File: src/pwfr_pkg.sv
package pwfr_pkg;

	// default store geometry
	localparam int MAX_WIDTH_DEF  = 256;
	localparam int MAX_HEIGHT_DEF = 256;

	// window shape, fixed at three by three
	localparam int KERNEL  = 3;
	localparam int TAPS    = KERNEL * KERNEL;
	localparam int TAP_W   = 4;
	localparam int OFF_W   = 2;
	localparam int PIX_W   = 24;
	localparam int DIM_W   = 9;

	localparam logic [TAP_W-1:0] TAP_LAST = TAP_W'(TAPS - 1);
	localparam logic [OFF_W-1:0] OFF_LAST = OFF_W'(KERNEL - 1);

	// request codes
	localparam logic REQ_WRITE = 1'b0;
	localparam logic REQ_FETCH = 1'b1;

	// register select, taken from address bit 2
	localparam logic REG_WIDTH  = 1'b0;
	localparam logic REG_HEIGHT = 1'b1;

	localparam logic [DIM_W-1:0] DIM_RESET = DIM_W'(256);

	// controller to datapath
	typedef struct packed {
		logic             load_center;
		logic             store_pixel;
		logic             issue;
		logic [OFF_W-1:0] off_x;
		logic [OFF_W-1:0] off_y;
		logic [TAP_W-1:0] tap;
		logic             last;
	} cmd_t;

	// datapath to controller
	typedef struct packed {
		logic adv;
		logic rd_pend;
	} sts_t;

endpackage

File: src/pwfr_ctrl.sv
module pwfr_ctrl (
	input  logic          clk,
	input  logic          arst_n,
	input  logic          req_valid,
	input  logic          req_type,
	output logic          req_stall,
	input  pwfr_pkg::sts_t sts,
	output pwfr_pkg::cmd_t cmd
);

	import pwfr_pkg::*;

	localparam logic ST_IDLE = 1'b0;
	localparam logic ST_RUN  = 1'b1;

	logic             state_q;
	logic [OFF_W-1:0] off_x_q;
	logic [OFF_W-1:0] off_y_q;
	logic [TAP_W-1:0] tap_q;
	logic             accept;
	logic             tap_end;

	// new word only when idle and no tap still waits for its read
	assign req_stall = (state_q != ST_IDLE) || sts.rd_pend;
	assign accept    = req_valid && !req_stall;
	assign tap_end   = (tap_q == TAP_LAST);

	// commands
	always_comb begin
		cmd.load_center = accept && (req_type == REQ_FETCH);
		cmd.store_pixel = accept && (req_type == REQ_WRITE);
		cmd.issue       = (state_q == ST_RUN) && sts.adv;
		cmd.off_x       = off_x_q;
		cmd.off_y       = off_y_q;
		cmd.tap         = tap_q;
		cmd.last        = tap_end;
	end

	// sequencer: y offset inner, x offset outer
	always_ff @(posedge clk or negedge arst_n) begin
		if (!arst_n) begin
			state_q <= ST_IDLE;
			off_x_q <= '0;
			off_y_q <= '0;
			tap_q   <= '0;
		end else begin
			case (state_q)
				ST_IDLE: begin
					if (cmd.load_center) begin
						state_q <= ST_RUN;
						off_x_q <= '0;
						off_y_q <= '0;
						tap_q   <= '0;
					end
				end
				ST_RUN: begin
					if (sts.adv) begin
						tap_q <= tap_q + TAP_W'(1);
						if (off_y_q == OFF_LAST) begin
							off_y_q <= '0;
							off_x_q <= off_x_q + OFF_W'(1);
						end else begin
							off_y_q <= off_y_q + OFF_W'(1);
						end
						if (tap_end) begin
							state_q <= ST_IDLE;
						end
					end
				end
				default: begin
					state_q <= ST_IDLE;
				end
			endcase
		end
	end

endmodule

File: config.mk
export PLATFORM = sky130hd
export DESIGN_NAME = pwfr_ctrl
export DESIGN_NICKNAME = d
export VERILOG_FILES = /design/src/pwfr_pkg.sv /design/src/pwfr_ctrl.sv
export SDC_FILE = /design/constraint.sdc
export NUM_CORES = 1
export LEC_CHECK = 0
export BUFFER_PORTS_ARGS = -buffer_cell sky130_fd_sc_hd__buf_2
export CORE_AREA = 3 3 46 48
export CTS_BUF_LIST = sky130_fd_sc_hd__clkbuf_16
export DETAILED_ROUTE_END_ITERATION = 6
export DIE_AREA = 0 0 49 51
export SYNTH_ARGS = -nofsm -noshare
export SYNTH_HDL_FRONTEND = slang
export SYNTH_SLANG_ARGS = --single-unit
File: constraint.sdc
create_clock -name clk -period 1.1 [get_ports clk]
set_input_delay 0.11 -clock clk [delete_from_list [all_inputs] [get_ports clk]]
set_output_delay 0.11 -clock clk [all_outputs]
set_load 0.01 [all_outputs]
==> flow_metrics.py, run 1 <==
metrics = {
    "place": {
        "gp_congestion": 0.695,
        "place_ws_ns": -0.0364,
        "hpwl_um": 885,
        "placed_cell_area_um2": 659,
        "portBuffers": 18,
    },
    "clocking": {
        "cts_tree": "yes",
        "cts_max_path_buffers": 2,
        "cts_root_buffer": "clkbuf_16",
        "cts_buffers": 3,
        "clock-sinks": 9,
        "h-tree-depth": 1,
        "clock_latency_ns": 0.24,
        "cts.clk_slew.worst_paths_ns": 0.04,
    },
    "yosys": {
        "synth_edf_count": 0,
        "syn_avg_cell_area_um2": 10.2,
        "async_reset_ff_frac": 1.00,
        "synth_nets": 58,
        "synth_cell_types": 22,
        "netlist_area_um2": 512,
        "synth_flop_cell": "dfrtp_1",
        "yosys_warnings": 0,
        "ys_ff_latch": 9,
        "yosysMostFrequentCell": "dfrtp_1",
        "synth_common_cells": "dfrtp_1, nand2_1, nand3_1",
        "yosys.area.top_type_share": 0.440,
        "yosysSeqAreaShare": 0.440,
        "yosys.area.top_type": "dfrtp_1",
        "syn_inst": 50,
        "synth_area_leaders": "dfrtp_1, nand3_1, nand4bb_4",
    },
    "sta": {
        "post-route-period-util": 1.17,
        "max_freq_mhz": 777,
        "finalSetupViolCount": 8,
        "timing_hold_violations_final": 0,
        "clock_skew_ns": 0.00276,
        "slew_violations": 0,
        "worst_pin_slew_ns": 0.223,
        "rsz0062_at_grt": "true",
        "timing.final.crit_period_ns": 1.29,
        "relSlewSlack": 0.849,
        "fin_ws_ns": -0.186,
        "finalSetupTns_ns": -0.608,
    },
    "global_routing": {
        "antenna_found_initial": 0,
        "grt_max_degree": 10,
        "grtUsageTotal": 0.121,
        "grt.overflow.total": 0,
        "first_global_vias": 475,
        "grt_pass1_wl_um": 2230,
    },
    "worst_setup_path": {
        "worstSetupEndpointType": "output pin",
        "rr_startpoint": "tap_q[1]",
        "cp_max_fo": 2,
        "worst_setup_path_start_kind": "flip-flop",
        "critPathKind": "reg -> out",
        "rr_worst_depth": 5,
        "reg2reg_to": "state_q",
        "ff2ff_setup_slack_ns": -0.08,
        "critical_path_required_ns": 0.99,
        "worstPathArrival_ns": 1.18,
    },
    "worst_hold_path": {
        "hold_path.class": "in -> reg",
        "hp-start": "sts[1]",
        "hold_path_end": "off_x_q[1]",
        "hold_depth": 3,
    },
    "power": {
        "ir_worst_vdd_uv": 1560,
        "p_leak_nw": 0.457,
        "p_per_area_nw_per_um2": 2900,
        "finalPower_mw": 2.69,
    },
    "die": {
        "die_w_um": 49,
        "die_h_um": 51,
        "die_area_um2": 2500,
        "row_count": 15,
        "num_io_pins": 19,
        "core_um2": 1750,
        "initial_utilization": 0.293,
    },
    "layout": {
        "design_area_um2": 926,
        "drive_above_1_share": 0.598,
        "finalNetCount": 96,
        "num_antenna_cells": 0,
        "areaGrowthSynthToFinish_pct": 80.9,
    },
    "outcome": {
        "violations": "setup timing",
        "status": "finished, violations left",
    },
    "drt": {
        "drc": 0,
        "drtIter0Drc": 2,
        "vias": 526,
        "wl_per_cell_um": 13.3,
        "finalWirelength_um": 1490,
        "ant_nets": 0,
        "firstDrtPassIters": 2,
        "via_per_inst": 4.70,
    },
    "run": {
        "maxCapViolCount": 0,
    },
}
## per-layer routing
layer | vias to the layer above | global-route usage | part of all wire
li1 | 246 | - | -
met1 | 258 | 0.139 | 0.43
met3 | 6 | 0.0496 | 0.066
met4 | 0 | 0.0569 | 0.023
met2 | 16 | 0.195 | 0.48
met5 | - | 0 | 0
## worst max path at each step
stage                         from          to  slack (ns)  cells past startpoint
final                     tap_q[1]      cmd[0]       -0.19                      4
after global routing      tap_q[1]      cmd[0]       -0.23                      4
after CTS                 tap_q[1]      cmd[0]       -0.14                      4
after detailed placement  tap_q[0]     state_q       -0.04                      5
after global placement    tap_q[0]     state_q       -0.02                      5
after floorplan            state_q  off_x_q[0]       -0.04                      4
## cells in the final DEF (no fill, tap or decap)
master and instances:
and3b_2 1, nand2_1 6, o21ai_1 1, nor2_4 1, dlygate4sd3_1 1, o311ai_1 1
o21ai_0 1, xor2_1 1, dfrtp_1 8, nand4bb_4 1, nand3_2 2, buf_4 10
inv_1 2, buf_6 10, ha_4 2, a32o_1 1, nor2_1 2, nand3b_1 2
inv_4 1, o31ai_1 1, nand3_1 4, inv_2 3, buf_2 15, a21o_1 1
o31ai_4 1, dfrtp_2 1, clkbuf_16 3, mux2i_1 2, nand4_1 1, nand2_4 1
## final cells by class
cell class	instances	area, um2
fillers	148	820
multi-input cells	33	295
repair buffers	36	273
flip-flops and latches	9	226
clock buffers	3	75.1
well taps	25	31.3
inverters	5	21.3
clock inverters	1	3.75
## cell families (layout without fill, tap and decap cells)
group           count (synthesis)  count (layout)  synth area share
mux                             2               2            0.0391
flops                           9               9             0.440
compound gates                  7               7             0.110
fa+ha+maj                       2               2            0.0489
xor+xnor                        1               1            0.0171
buf+inv                         8              45            0.0954
simple gates                   21              21             0.249
## worst max-delay path, cell delays in order, from the launching register on
cell and delay [ns]:
dfrtp_1 0.36, inv_2 0.07, ha_4 0.15, and3b_2 0.22, buf_2 0.14
## through the flow
step                std cells   util  hold WS, ns
floorplan                  50      -       -0.186
global placement           97  0.378      -0.0243
detailed placement         97  0.378      -0.0201
CTS                       109  0.487        0.219
global route              112  0.530        0.305
finish                    112  0.530        0.282
## registers in the layout (all words and copies together) (netlist names)
signal and flops:
off_x_q 2, off_y_q 2, state_q 1, tap_q 4
## report_power, final
part,internal [mW],switching [mW]
Clock,0.476,0.164
Sequential,0.484,0.144
Combinational,0.801,0.617
## repair_timing
item / CTS / global route
setup endpoints to repair: 6 / 16
resized for setup: 11 / 13
setup buffers: 7 / 4
gates cloned: 0 / 0
hold buffers: 1 / 0
endpoints found under the hold margin: 9 / 0
pin swaps: 4 / 6
Note: power is estimated with default switching activity, not from simulation.
==> run 2: changes to the inputs <==
- CORE_AREA: 3 3 46 48 -> 3 3 40 42
- DIE_AREA: 0 0 49 51 -> 0 0 43 45
- clock period: 1.1 -> 1.32 ns (I/O delays scaled with it)
==> run 2 against run 1 <==
The flow now finishes without violations. Setup slack improved by 0.22 ns. Hold slack got worse by 0.045 ns. Global-route usage increased by 1.2 points. Sequential share of layout area increased by 5.5 points. Clock power decreased by 18%. Register-to-register slack improved by 0.15 ns. Combinational power decreased by 47%. Critical path type unchanged. Largest power group unchanged.
==> flow_metrics.py, run 2 (synthesized netlist as in run 1, its figures left out) <==
metrics = {
    "layout": {
        "num_antenna_cells": 0,
        "areaGrowthSynthToFinish_pct": 47.7,
        "drive_above_1_share": 0.487,
        "biggestRegsByFlops": "tap_q x4, off_x_q x2, off_y_q x2",
        "most-common-layout-cells": "buf_2, dfrtp_1, buf_4",
        "layout_commonest_cell": "buf_2",
        "fin_cells": 93,
        "fillers": 116,
        "finalNetCount": 87,
        "regMostFlops": "tap_q",
        "largest_reg_flops": 4,
    },
    "place": {
        "portBuffers": 18,
        "dp_cells": 80,
        "hpwl_um": 775,
        "gp_congestion": 0.717,
    },
    "die": {
        "die_h_um": 45,
        "die_w_um": 43,
        "initial_utilization": 0.398,
        "die_area_um2": 1940,
        "row_count": 13,
        "num_io_pins": 19,
        "core_um2": 1280,
    },
    "drt": {
        "firstDrtPassIters": 4,
        "via_per_inst": 5.10,
        "finalWirelength_um": 1260,
        "vias": 474,
        "drtIter0Drc": 10,
        "ant_nets": 0,
        "wl_per_cell_um": 13.5,
        "drc": 0,
    },
    "power": {
        "p_switching_uw": 631,
        "p_leak_nw": 0.391,
        "p_per_area_nw_per_um2": 2400,
        "power.internal_mw": 1.18,
        "finalPower_mw": 1.81,
        "p_sw_frac": 0.348,
        "seq_power_share": 0.296,
        "clkPwrFrac": 0.289,
        "ir_worst_vdd_uv": 1210,
        "combPwrFrac": 0.415,
    },
    "worst_setup_path": {
        "cp_max_fo": 6,
        "critical_path_required_ns": 1.19,
        "worstPathArrival_ns": 1.16,
        "slowest_delay_ns": 0.44,
        "worstPathCellList": "nand4bb_4 -> inv_4 -> buf_2",
        "cp_slowest_cell": "dfrtp_2",
        "worst_setup_path_start_kind": "flip-flop",
        "worstSetupEndpointType": "output pin",
        "critPathKind": "reg -> out",
    },
    "worst_hold_path": {
        "hold_path.class": "in -> reg",
    },
    "sta": {
        "max_freq_mhz": 775,
        "timing_hold_violations_final": 0,
        "relSlewSlack": 0.793,
        "timing.final.crit_period_ns": 1.29,
        "clock_skew_ns": 0.00230,
        "slew_violations": 0,
        "worst_pin_slew_ns": 0.307,
        "finalSetupViolCount": 0,
        "post-route-period-util": 0.977,
        "holdWs_ns": 0.238,
    },
    "clocking": {
        "h-tree-depth": 1,
        "cts_root_buffer": "clkbuf_16",
        "cts_buffers": 3,
        "cts_tree": "yes",
        "cts.clk_slew.worst_paths_ns": 0.04,
        "cts_max_path_buffers": 2,
        "clock-sinks": 9,
        "clock_latency_ns": 0.23,
    },
    "global_routing": {
        "grtUsageTotal": 0.133,
        "first_global_vias": 409,
        "grt_pass1_wl_um": 1900,
        "grt_max_degree": 10,
        "grt.overflow.total": 0,
        "antenna_found_initial": 0,
    },
    "outcome": {
        "status": "completed",
    },
    "run": {
        "maxCapViolCount": 0,
    },
}
-- run 2: timing repair --
action | 4_1_cts | 5_1_grt
hold buffers | 1 | 0
buffers inserted | 2 | 6
hold endpoints to repair | 9 | 0
resized for setup | 1 | 5
pin swaps | 0 | 1
endpoints found under the setup margin | 2 | 2
-- run 2: layer usage --
layer / vias up / part of all wire / wire length, um / track usage
met5: - / 0 / 0 / 0
met4: 0 / 0 / 0 / 0.0783
met3: 0 / 0.071 / 89 / 0.0359
met2: 22 / 0.52 / 656 / 0.225
met1: 223 / 0.41 / 513 / 0.153
li1: 229 / - / - / -
-- run 2: final cells by class --
class | count | area [um2] | area share
Clock buffer | 3 | 75.1 | 0.0993
Inverter | 5 | 21.3 | 0.0281
Timing Repair Buffer | 27 | 160 | 0.212
Multi-Input combinational cell | 33 | 250 | 0.331
Sequential cell | 9 | 226 | 0.300
Clock inverter | 1 | 3.75 | 0.00497
Tap cell | 15 | 18.8 | 0.0248
-- run 2: worst max-delay path, delay by kind of cell (launching register included) --
kind | cells | cell delay, ns
buf+inv | 2 | 0.21
simple gates | 1 | 0.28
flops | 1 | 0.44
-- run 2: power by group through the flow --
stage,Sequential (mW),Clock [mW],Combinational [mW]
floorplan,0.566,0,0.363
global placement,0.557,0,0.540
detailed placement,0.558,0,0.549
CTS,0.538,0.524,0.637
global route,0.557,0.542,0.835
finish,0.537,0.524,0.752
-- run 2: worst paths after layout --
kind / from / end / slack [ns] / cells past startpoint
setup / recovery: state_q / cmd[11] / 0.03 / 3
hold / removal: sts[1] / state_q / 0.24 / 3
setup reg to reg: tap_q[0] / tap_q[2] / 0.07 / 5
hold reg to reg: tap_q[3] / tap_q[3] / 0.51 / 1
max in group asynchronous: arst_n / state_q / 0.84 / 2
min in group asynchronous: arst_n / off_x_q[0] / 0.28 / 2
-- run 2: stage by stage --
step | worst slack [ns] | cell area (um2) | utilization | setup TNS, ns
6_report | 0.0298 | 756 | 0.588 | 0
4_1_cts | -0.0323 | 696 | 0.541 | -0.0323
5_1_grt | -0.0105 | 756 | 0.588 | -0.0196
3_5_place_dp | 0.164 | 591 | 0.460 | 0
3_3_place_gp | 0.160 | 591 | 0.460 | 0
2_1_floorplan | 0.183 | 512 | - | 0
==> run 3: changes to the inputs <==
- CORE_AREA: 3 3 40 42 -> 3 3 46 48
- DIE_AREA: 0 0 43 45 -> 0 0 49 51
- RECOVER_POWER: not set -> 50
==> run 3 against run 2 <==
Critical endpoint is now cmd[0]. Highest routed layer is now met4. Total power fell by 7.4%. Global-route usage is 1.9 points lower. Register-to-register slack improved by 0.04 ns.
==> flow_metrics.py, run 3 (synthesized netlist as in run 1, its figures left out) <==
metrics = {
    "outcome": {
        "status": "completed",
    },
    "clocking": {
        "h-tree-depth": 1,
        "cts.clk_slew.worst_paths_ns": 0.04,
        "cts_max_path_buffers": 2,
        "cts_root_buffer": "clkbuf_16",
        "cts_buffers": 3,
        "clock-sinks": 9,
        "clock_latency_ns": 0.23,
        "cts_tree": "yes",
    },
    "layout": {
        "areaGrowthSynthToFinish_pct": 40.1,
        "finalNetCount": 83,
        "regMostFlops": "tap_q",
        "biggestRegsByFlops": "tap_q x4, off_x_q x2, off_y_q x2",
        "layout_commonest_cell": "buf_2",
        "most-common-layout-cells": "buf_2, dfrtp_1, clkbuf_1",
        "post-route-util": 0.411,
        "largest_reg_flops": 4,
        "num_antenna_cells": 0,
        "fillers": 192,
        "drive_above_1_share": 0.338,
    },
    "worst_setup_path": {
        "cp_slowest_cell": "dfrtp_1",
        "worst_setup_path_start_kind": "flip-flop",
        "critical_path_required_ns": 1.19,
        "ff2ff_setup_slack_ns": 0.11,
        "worstSetupEndpointType": "output pin",
        "cpLargestDelayFamily": "flip-flops",
        "worstPathArrival_ns": 1.12,
        "critPathBufInv": 2,
        "slowest_delay_ns": 0.35,
        "critPathKind": "reg -> out",
        "worstPathCellList": "inv_2 -> ha_1 -> and3b_1 -> buf_2",
        "cp_max_fo": 2,
    },
    "die": {
        "num_io_pins": 19,
        "core_um2": 1750,
        "row_count": 15,
        "die_w_um": 49,
        "die_h_um": 51,
        "initial_utilization": 0.293,
        "die_area_um2": 2500,
    },
    "drt": {
        "wl_per_cell_um": 11.7,
        "firstDrtPassIters": 4,
        "via_per_inst": 4.48,
        "drtIter0Drc": 6,
        "vias": 444,
        "drc": 0,
        "finalWirelength_um": 1160,
        "ant_nets": 0,
    },
    "power": {
        "finalPower_mw": 1.68,
        "ir_worst_vdd_uv": 1270,
        "p_per_area_nw_per_um2": 2340,
        "p_leak_nw": 0.352,
    },
    "sta": {
        "timing.final.crit_period_ns": 1.25,
        "timing_hold_violations_final": 0,
        "holdWs_ns": 0.248,
        "finalSetupTns_ns": 0,
        "slew_violations": 0,
        "max_freq_mhz": 798,
        "rsz0062_at_grt": "false",
        "post-route-period-util": 0.950,
        "clock_skew_ns": 0.000971,
        "relSlewSlack": 0.652,
        "worst_pin_slew_ns": 0.523,
        "finalSetupViolCount": 0,
    },
    "global_routing": {
        "grtUsageTotal": 0.114,
        "antenna_found_initial": 0,
        "grt.overflow.total": 0,
        "first_global_vias": 435,
        "grt_pass1_wl_um": 2060,
        "grt_max_degree": 10,
    },
    "run": {
        "maxCapViolCount": 0,
    },
    "place": {
        "gp_congestion": 0.722,
        "hpwl_um": 874,
        "portBuffers": 18,
    },
    "worst_hold_path": {
        "hold_path.class": "in -> reg",
    },
}
[run 3: cell types whose count changed in the layout (fill, tap and decap cells not counted)]
cell | previous run | this run
buf_2 | 18 | 11
clkbuf_1 | 0 | 7
buf_4 | 8 | 4
ha_1 | 1 | 2
ha_4 | 1 | 0
inv_1 | 2 | 3
inv_2 | 3 | 2
[run 3: worst paths after layout]
check,end,depth (start not counted),start
worst max register to register,off_x_q[0],3,state_q
worst max-delay path,cmd[0],4,tap_q[1]
worst min-delay path,state_q,3,sts[1]
worst min register to register,tap_q[3],1,tap_q[3]
min in group asynchronous,tap_q[2],2,arst_n
max in group asynchronous,state_q,2,arst_n
[run 3: routing by layer]
metal,share of wire,vias to the layer above,global-route usage
met3,0.052,4,0.0321
met5,0,-,0
met1,0.44,205,0.128
li1,-,222,-
met4,0.036,0,0.0995
met2,0.47,13,0.176
[run 3: what timing repair did]
item	4_1_cts	5_1_grt
hold endpoints to repair	9	0
buffers inserted	3	1
resized for setup	1	2
hold buffers	1	0
pin swaps	1	1
cloned	0	0
setup endpoints to repair	2	2
[run 3: stage by stage]
step                setup WS [ns]  area [um2]  cells
finish                     0.0663         717     99
detailed placement          0.146         603     90
CTS                       0.00840         716     98
global placement            0.156         603     90
floorplan                   0.183         512     50
global route              0.00420         717     99
[run 3: area by class of cell]
cell class                      instances  area (um2)  share of cell area
Sequential cell                         9         226               0.316
Timing Repair Buffer                   23         121               0.169
Inverter                                5        21.3              0.0297
Tap cell                               25        31.3              0.0436
Clock buffer                            3        75.1               0.105
Clock inverter                          1        3.75             0.00524
Multi-Input combinational cell         33         238               0.332
[run 3: worst register-to-register path, delay by kind of cell (launching register included)]
kind | cells | cell delay, ns
and+or+nand+nor | 1 | 0.23
buffers and inverters | 1 | 0.18
DFF | 1 | 0.44
AOI/OAI and AO/OA | 1 | 0.25
[run 3: where the power goes]
group	internal [mW]	switching, mW
sequential	0.403	0.135
clock	0.395	0.127
combinational	0.300	0.318
